==> config.mk <==
export PLATFORM = sky130hd
export DESIGN_NAME = telnet_receive_option_negotiator
export DESIGN_NICKNAME = d
export VERILOG_FILES = /design/src/tlnt_pkg.sv /design/src/telnet_receive_option_negotiator.sv /design/src/tlnt_step.sv
export SDC_FILE = /design/constraint.sdc
export NUM_CORES = 1
export LEC_CHECK = 0
export ABC_AREA = 1
export BUFFER_PORTS_ARGS = -buffer_cell sky130_fd_sc_hd__buf_2
export CAP_MARGIN = 30
export CORE_ASPECT_RATIO = 0.7
export CORE_MARGIN = 1
export CORE_UTILIZATION = 45
export CTS_CLUSTER_DIAMETER = 150
export DETAILED_ROUTE_END_ITERATION = 10
export HOLD_SLACK_MARGIN = 0.1
export PLACE_DENSITY = 0.58
export SLEW_MARGIN = 10
export SYNTH_ARGS = -nofsm -noshare
export SYNTH_HDL_FRONTEND = slang
export SYNTH_HIERARCHICAL = 1
export SYNTH_SLANG_ARGS = --single-unit
==> constraint.sdc <==
create_clock -name clock -period 6 [get_ports clock]
set_input_delay 1.2 -clock clock [delete_from_list [all_inputs] [get_ports clock]]
set_output_delay 1.2 -clock clock [all_outputs]
set_load 0.01 [all_outputs]
==> src/tlnt_pkg.sv <==
`timescale 1ns / 1ps
package tlnt_pkg;

   localparam int LEN_W = 7;
   localparam int LOCAL_SLOTS = 5;
   localparam int REMOTE_SLOTS = 4;

   localparam logic [7:0] CODE_IAC = 8'd255;
   localparam logic [7:0] CODE_DONT = 8'd254;
   localparam logic [7:0] CODE_DO = 8'd253;
   localparam logic [7:0] CODE_WONT = 8'd252;
   localparam logic [7:0] CODE_WILL = 8'd251;
   localparam logic [7:0] CODE_SB = 8'd250;
   localparam logic [7:0] CODE_SE = 8'd240;

   localparam logic [7:0] OPT_BINARY = 8'd0;
   localparam logic [7:0] OPT_ECHO = 8'd1;
   localparam logic [7:0] OPT_SUP_GA = 8'd3;
   localparam logic [7:0] OPT_LOCATION = 8'd23;
   localparam logic [7:0] OPT_TTYPE = 8'd24;
   localparam logic [7:0] OPT_TSPEED = 8'd32;
   localparam logic [7:0] SUB_SEND = 8'd1;

   localparam logic [1:0] MARK_NONE = 2'd0;
   localparam logic [1:0] MARK_ON = 2'd1;
   localparam logic [1:0] MARK_OFF = 2'd2;

   typedef enum logic [2:0] {
      KIND_DATA = 3'd0,
      KIND_REPLY = 3'd1,
      KIND_TTYPE = 3'd2,
      KIND_TSPEED = 3'd3,
      KIND_LOCATION = 3'd4
   } kind_type;

   typedef struct packed {
      logic [LEN_W-1:0] len;
      logic [7:0] cmd;
      logic [7:0] opt;
      logic [7:0] sub;
      logic [7:0] last;
      logic [7:0] blast;
      logic [LOCAL_SLOTS-1:0][1:0] lmark;
      logic [REMOTE_SLOTS-1:0][1:0] rmark;
   } state_type;

   typedef struct packed {
      kind_type kind;
      logic [7:0] data;
      logic [7:0] cmd;
      logic [7:0] opt;
   } result_type;

   typedef struct packed {
      logic hit;
      logic [2:0] idx;
   } local_slot_type;

   typedef struct packed {
      logic hit;
      logic [1:0] idx;
   } remote_slot_type;

   function automatic local_slot_type local_slot(input logic [7:0] opt);
      local_slot_type s;
      s.hit = 1'b1;
      s.idx = 3'd0;
      case (opt)
         OPT_BINARY: s.idx = 3'd0;
         OPT_ECHO: s.idx = 3'd1;
         OPT_TTYPE: s.idx = 3'd2;
         OPT_TSPEED: s.idx = 3'd3;
         OPT_SUP_GA: s.idx = 3'd4;
         default: s.hit = 1'b0;
      endcase
      return s;
   endfunction

   function automatic remote_slot_type remote_slot(input logic [7:0] opt);
      remote_slot_type s;
      s.hit = 1'b1;
      s.idx = 2'd0;
      case (opt)
         OPT_BINARY: s.idx = 2'd0;
         OPT_ECHO: s.idx = 2'd1;
         OPT_TTYPE: s.idx = 2'd2;
         OPT_SUP_GA: s.idx = 2'd3;
         default: s.hit = 1'b0;
      endcase
      return s;
   endfunction

   function automatic logic [7:0] ack_of(input logic [7:0] cmd);
      logic [7:0] r;
      case (cmd)
         CODE_DO: r = CODE_WILL;
         CODE_DONT: r = CODE_WONT;
         CODE_WILL: r = CODE_DO;
         default: r = CODE_DONT;
      endcase
      return r;
   endfunction

endpackage

==> src/telnet_receive_option_negotiator.sv <==
`timescale 1ns / 1ps
// an accepted request beat passes through the input register, then the decode logic, then the response register
// throughput: one beat per cycle while the response side is not stalled, set by the single input
// register feeding the decode logic and the response register
// reset: synchronous, clears the command length, held bytes and option marks;
// bytes that cause no response are consumed silently
module telnet_receive_option_negotiator #(
   parameter int SEQUENCE_DEPTH = 64
) (
   input  logic        clock,
   input  logic        reset,
   input  logic        req_tvalid,
   output logic        req_tready,
   input  logic [7:0]  req_tdata,   // rx_byte
   input  logic [0:0]  req_tuser,   // mode
   output logic        rsp_tvalid,
   input  logic        rsp_tready,
   output logic [23:0] rsp_tdata,   // out_byte, reply_command, reply_option
   output logic [2:0]  rsp_tuser    // result_kind
);

   logic in_valid_ff, in_valid_in;
   logic in_mode_ff;
   logic [7:0] in_byte_ff;
   logic rsp_valid_ff, rsp_valid_in;
   tlnt_pkg::result_type rsp_ff;
   tlnt_pkg::state_type state_ff, state_in;
   tlnt_pkg::state_type step_nxt;
   tlnt_pkg::result_type step_res;
   logic step_emit;
   logic out_free;
   logic proc;

   tlnt_step #(
      .SEQUENCE_DEPTH(SEQUENCE_DEPTH)
   ) u_step (
      .cur(state_ff),
      .mode(in_mode_ff),
      .rx_byte(in_byte_ff),
      .nxt(step_nxt),
      .emit(step_emit),
      .res(step_res)
   );

   assign out_free = !rsp_valid_ff || rsp_tready;
   assign proc = in_valid_ff && out_free;
   assign req_tready = !in_valid_ff || proc;

   always_comb begin
      in_valid_in = in_valid_ff;
      if (req_tready) in_valid_in = req_tvalid;
      rsp_valid_in = rsp_valid_ff;
      if (out_free) rsp_valid_in = proc && step_emit;
      state_in = proc ? step_nxt : state_ff;
   end

   always_ff @(posedge clock) begin
      if (reset) begin
         in_valid_ff <= 1'b0;
         rsp_valid_ff <= 1'b0;
         state_ff <= '0;
      end else begin
         in_valid_ff <= in_valid_in;
         rsp_valid_ff <= rsp_valid_in;
         state_ff <= state_in;
      end
   end

   always_ff @(posedge clock) begin
      if (req_tvalid && req_tready) begin
         in_mode_ff <= req_tuser[0];
         in_byte_ff <= req_tdata;
      end
      if (proc && step_emit) begin
         rsp_ff <= step_res;
      end
   end

   assign rsp_tvalid = rsp_valid_ff;
   assign rsp_tdata = {rsp_ff.opt, rsp_ff.cmd, rsp_ff.data};
   assign rsp_tuser = rsp_ff.kind;

endmodule

==> src/tlnt_step.sv <==
`timescale 1ns / 1ps
module tlnt_step #(
   parameter int SEQUENCE_DEPTH = 64
) (
   input  tlnt_pkg::state_type  cur,
   input  logic                 mode,
   input  logic [7:0]           rx_byte,
   output tlnt_pkg::state_type  nxt,
   output logic                 emit,
   output tlnt_pkg::result_type res
);

   localparam logic [tlnt_pkg::LEN_W-1:0] DEPTH = tlnt_pkg::LEN_W'(SEQUENCE_DEPTH);

   logic store;
   logic [7:0] code_cmd;
   logic [1:0] code;
   tlnt_pkg::local_slot_type ls;
   tlnt_pkg::remote_slot_type rs;

   always_comb begin
      nxt = cur;
      emit = 1'b0;
      res = '0;
      store = 1'b0;
      code_cmd = '0;
      code = tlnt_pkg::MARK_NONE;
      ls = '0;
      rs = '0;
      if (mode) begin
         nxt.len = '0;
         nxt.lmark = '0;
         nxt.rmark = '0;
      end else if (cur.len == '0 && rx_byte != tlnt_pkg::CODE_IAC) begin
         emit = 1'b1;
         res.kind = tlnt_pkg::KIND_DATA;
         res.data = rx_byte;
      end else if (rx_byte == tlnt_pkg::CODE_IAC && cur.len == tlnt_pkg::LEN_W'(1)) begin
         nxt.len = '0;
         emit = 1'b1;
         res.kind = tlnt_pkg::KIND_DATA;
         res.data = tlnt_pkg::CODE_IAC;
      end else begin
         store = cur.len < DEPTH;
         if (store) begin
            if (cur.len == tlnt_pkg::LEN_W'(1)) nxt.cmd = rx_byte;
            if (cur.len == tlnt_pkg::LEN_W'(2)) nxt.opt = rx_byte;
            if (cur.len == tlnt_pkg::LEN_W'(3)) nxt.sub = rx_byte;
            nxt.blast = cur.last;
            nxt.last = rx_byte;
            nxt.len = cur.len + tlnt_pkg::LEN_W'(1);
         end
         if (nxt.len >= tlnt_pkg::LEN_W'(2) && nxt.cmd == tlnt_pkg::CODE_SB) begin
            if (rx_byte == tlnt_pkg::CODE_SE && nxt.blast == tlnt_pkg::CODE_IAC) begin
               nxt.len = '0;
               if (nxt.sub == tlnt_pkg::SUB_SEND) begin
                  if (nxt.opt == tlnt_pkg::OPT_TTYPE) begin
                     emit = 1'b1;
                     res.kind = tlnt_pkg::KIND_TTYPE;
                     res.opt = nxt.opt;
                  end else if (nxt.opt == tlnt_pkg::OPT_TSPEED) begin
                     emit = 1'b1;
                     res.kind = tlnt_pkg::KIND_TSPEED;
                     res.opt = nxt.opt;
                  end
               end
            end
         end else if (nxt.len == tlnt_pkg::LEN_W'(2) && rx_byte < tlnt_pkg::CODE_WILL) begin
            nxt.len = '0;
         end else if (nxt.len >= tlnt_pkg::LEN_W'(3)) begin
            nxt.len = '0;
            code_cmd = nxt.cmd;
            code = (code_cmd == tlnt_pkg::CODE_DO || code_cmd == tlnt_pkg::CODE_WILL)
                   ? tlnt_pkg::MARK_ON : tlnt_pkg::MARK_OFF;
            res.opt = nxt.opt;
            res.kind = tlnt_pkg::KIND_REPLY;
            if (code_cmd == tlnt_pkg::CODE_DO || code_cmd == tlnt_pkg::CODE_DONT) begin
               ls = tlnt_pkg::local_slot(nxt.opt);
               if (ls.hit) begin
                  if (cur.lmark[ls.idx] != code) begin
                     nxt.lmark[ls.idx] = code;
                     emit = 1'b1;
                     res.cmd = tlnt_pkg::ack_of(code_cmd);
                  end
               end else if (nxt.opt == tlnt_pkg::OPT_LOCATION) begin
                  emit = 1'b1;
                  if (code_cmd == tlnt_pkg::CODE_DO) begin
                     res.kind = tlnt_pkg::KIND_LOCATION;
                  end else begin
                     res.cmd = tlnt_pkg::CODE_WONT;
                  end
               end else if (code_cmd == tlnt_pkg::CODE_DO) begin
                  emit = 1'b1;
                  res.cmd = tlnt_pkg::CODE_WONT;
               end
            end else begin
               rs = tlnt_pkg::remote_slot(nxt.opt);
               if (rs.hit) begin
                  if (cur.rmark[rs.idx] != code) begin
                     nxt.rmark[rs.idx] = code;
                     emit = 1'b1;
                     res.cmd = tlnt_pkg::ack_of(code_cmd);
                  end
               end else if (code_cmd == tlnt_pkg::CODE_WILL) begin
                  emit = 1'b1;
                  res.cmd = tlnt_pkg::CODE_DONT;
               end
            end
         end
      end
   end

endmodule

==> metrics.md <==
| Metric | Value |
|---|---|
| Diode count | 0 |
| P&R area growth vs syn | 6.11% |
| Largest net degree at the start of global routing | 81 |
| Port Buf Inserts | 41 |
| Fill cells | 1,544 |
| Final #Nets | 1,096 |
| Core area | 14,900 sq um |
| Max clock buf depth | 2 |
| Total power draw | 1830 uW |
| Clock latency on the worst-skew pair | 0.36 ns |
| HP Class | register to register |
| Post-Route WL | 17.5 mm |
| CP required | 6.03 ns |
| Max frequency | 247 MHz |
| Mux cell area share after synthesis | 0.0115 |
| Seq/Total Area, Yosys | 0.348 |
| Number of flops mapped to enable cells by yosys | 36 |
| Leakage power | 0.00328 uW |
| Post-Syn Instances | 1,082 |
| RSZ-0062 raised after global routing | false |
| Chip Width | 151 um |
| Sequential Power Share | 0.442 |
| Worst-path clk slew | 0.08 ns |
| Yosys Warn Count | 6 |
| Vias in the first global route | 5,557 |
| Clk pwr share | 0.324 |
| H-tree depth | 3 |
| DR DRC count | 0 |
| Initial cell density of the core | 0.467 |
| Combinational power share | 0.234 |
| XOR/XNOR share of the synthesized area | 0.00503 |
| Worst-Margin Slew | 0.864 ns |
| Post-Synth Adder-Cell Area | 0.0108 |
| Top cells by instance count after synthesis | 273 x nand2_1, 141 x nor2_1, 136 x inv_1 |
| Simple logic cell fraction of the synthesized area | 0.353 |
| Final Hold Viols | 0 |
| Placed Area | 7090 sq um |
| CTS tree | done |
| Synth Register Bits | 103 |
| Slew margin rel. | 0.423 |
| Via Count | 6,404 |
| DIE HEIGHT | 106 um |
| Largest family of logic cells by synthesized area | simple AND/OR/NAND/NOR gates |
| Routed len/inst | 13.7 um |
| Critical Path Sink Type | register |
| Global-route wire length before repair | 29.0 mm |
| Area contributors post-synth | dfxtp_1 19%, edfxtp_1 16%, nand2_1 15% |
| TritonRoute pass-1 iters | 5 |
| I/O pin cnt | 42 |
| P_sw | 630 uW |
| CTS resizes | 0 |
| Via-per-instance ratio | 5.01 |
| Clk sinks | 103 |
| Async SR Flop Fraction | 0 |
| Cts hold-fix bufs | 0 |
| Die footprint | 16,000 sq um |
| Post-synth top area share | 0.193 |
| Largest area contributor in the netlist | dfxtp_1 |
| Final GP Congestion | 0.923 |
| Clock skew | 0.0123 ns |
| Primary FF master, synth | dfxtp_1 |
| Cell area after synthesis | 6960 sq um |
| Share of layout cells above drive strength 1 | 0.104 |
| Initial antenna violation count | 0 |
| Worst Path Max Fanout | 27 |
| WS Path Type | register to register |
| Dpl hpwl | 11.8 mm |
| GRT Total Usage | 0.232 |
| CP arrival | 4.08 ns |
| Total negative slack | 0 ns |
| # setup viols final | 0 |
| Fin crit period | 4.05 ns |
| MaxCap Viol Count | 0 |
| Int Power | 1200 uW |
| Synth Area in Compound Gates | 0.135 |
| P per Cell Area | 248 nW/um^2 |
| Peak supply drop | 137 uV |
| Initial DRC Count | 445 |
| Critical path startpoint category | register |
| Slew Limit Fails | 0 |
| Top-count cell post-synth | nand2_1 |
| Status | finished, final reports clean |
| Grt total ovfl | 0 |
| Remaining antenna violation count | 0 |
| Post-CTS setup buffers | 0 |
| Netlist cell types | 43 |
| Period utilisation layout | 0.675 |
| Fin area | 7390 sq um |
| CTS root buffer | clkbuf_16 |
| Syn Nets | 1,101 |
| Row count | 37 |
| Switch share | 0.344 |
| CTS buffer count | 9 |
| Syn_area_per_cell | 6.44 sq um |
area by class of cell:
class	count	area, sq um	area share
clock buffers	9	225	0.0305
well taps	195	244	0.0330
multi-input cells	762	3600	0.487
clock inverters	7	71.3	0.00965
repair buffers	46	243	0.0329
flip-flops and latches	103	2430	0.328
inverters	155	582	0.0787
final timing paths:
kind | from | endpoint | slack (ns) | depth (start not counted)
worst max-delay path | state_ff[64] | rsp_tdata[1] | 1.95 | 20
worst min-delay path | state_ff[52] | state_ff[52] | 0.49 | 2
worst max register to register | state_ff[64] | rsp_tdata[1] | 1.95 | 20
worst min register to register | state_ff[52] | state_ff[52] | 0.49 | 2
sequential cells by signal (all words and copies together) (netlist names):
name / cells
state_ff: 65
rsp_tvalid: 1
rsp_tdata: 24
rsp_tuser: 3
in_mode_ff: 1
in_valid_ff: 1
in_byte_ff: 8
layout by cell type, fill, tap and decap left out, types with 2 or more instances in the layout:
master / instances
a211oi_1: 9
a21oi_1: 85
a31oi_1: 2
buf_2: 41
buf_4: 5
clkbuf_16: 9
clkinv_1: 3
clkinv_4: 2
dfxtp_1: 66
edfxtp_1: 36
ha_1: 6
inv_1: 135
inv_2: 17
inv_6: 3
mux2i_1: 8
nand2_1: 273
nand2_2: 13
nand2_4: 4
nand3_1: 103
nand4_1: 5
nor2_1: 140
nor2_2: 6
nor2_4: 2
nor2_8: 2
nor3_1: 5
nor3_2: 2
nor4_1: 6
o21a_1: 9
o21ai_0: 45
o21ai_1: 20
o21ai_2: 2
o22ai_1: 2
xor2_1: 3
stage by stage:
stage                     instances  worst slack (ns)  hold WS [ns]   util
after CTS                      1277              1.95         0.490  0.496
after global placement         1261              2.12         0.462  0.476
after detailed placement       1261              1.96         0.472  0.476
after global routing           1277              1.51         0.510  0.496
final                          1277              1.95         0.486  0.496
after floorplan                1082              1.98         0.452      -
logic make-up (layout without fill, tap and decap cells):
| kind of cell | Yosys count | count (layout) |
|---|---|---|
| AOI/OAI and AO/OA | 176 | 176 |
| xor gates and xnor gates | 4 | 4 |
| adders and majority gates | 6 | 6 |
| buffers and inverters | 217 | 217 |
| DFF | 103 | 103 |
| muxes | 8 | 8 |
| and+or+nand+nor | 568 | 568 |
power groups by stage:
stage                     Combinational (uW)  Sequential, uW  Clock, uW
after floorplan                          355             811          0
after global placement                   422             826          0
after detailed placement                 423             826          0
after CTS                                425             810        616
after global routing                     491             818        642
final                                    429             810        594
metal layers:
metal,track usage,up-vias,part of all wire
li1,-,3428,-
met1,0.367,2838,0.57
met2,0.325,132,0.39
met3,0.0386,6,0.044
met4,0.0407,0,0.0046
met5,0,-,0
critical path, cell delays in order, from the launching register on:
cell      delay (ns)
dfxtp_1         0.81
inv_2           0.15
nand2_4         0.13
nor2_8          0.07
nand2_2         0.28
nand2_1         0.08
o21ai_0         0.10
and2_1          0.16
nand2_1         0.08
nor2_1          0.14
nand3_1         0.12
nand2_2         0.34
inv_2           0.12
nand2_1         0.13
o211ai_1        0.11
nor2_2          0.19
nand2_1         0.07
a21oi_1         0.12
inv_1           0.08
nor2_2          0.09
buf_4           0.33
(Power assumes the default switching activity.)
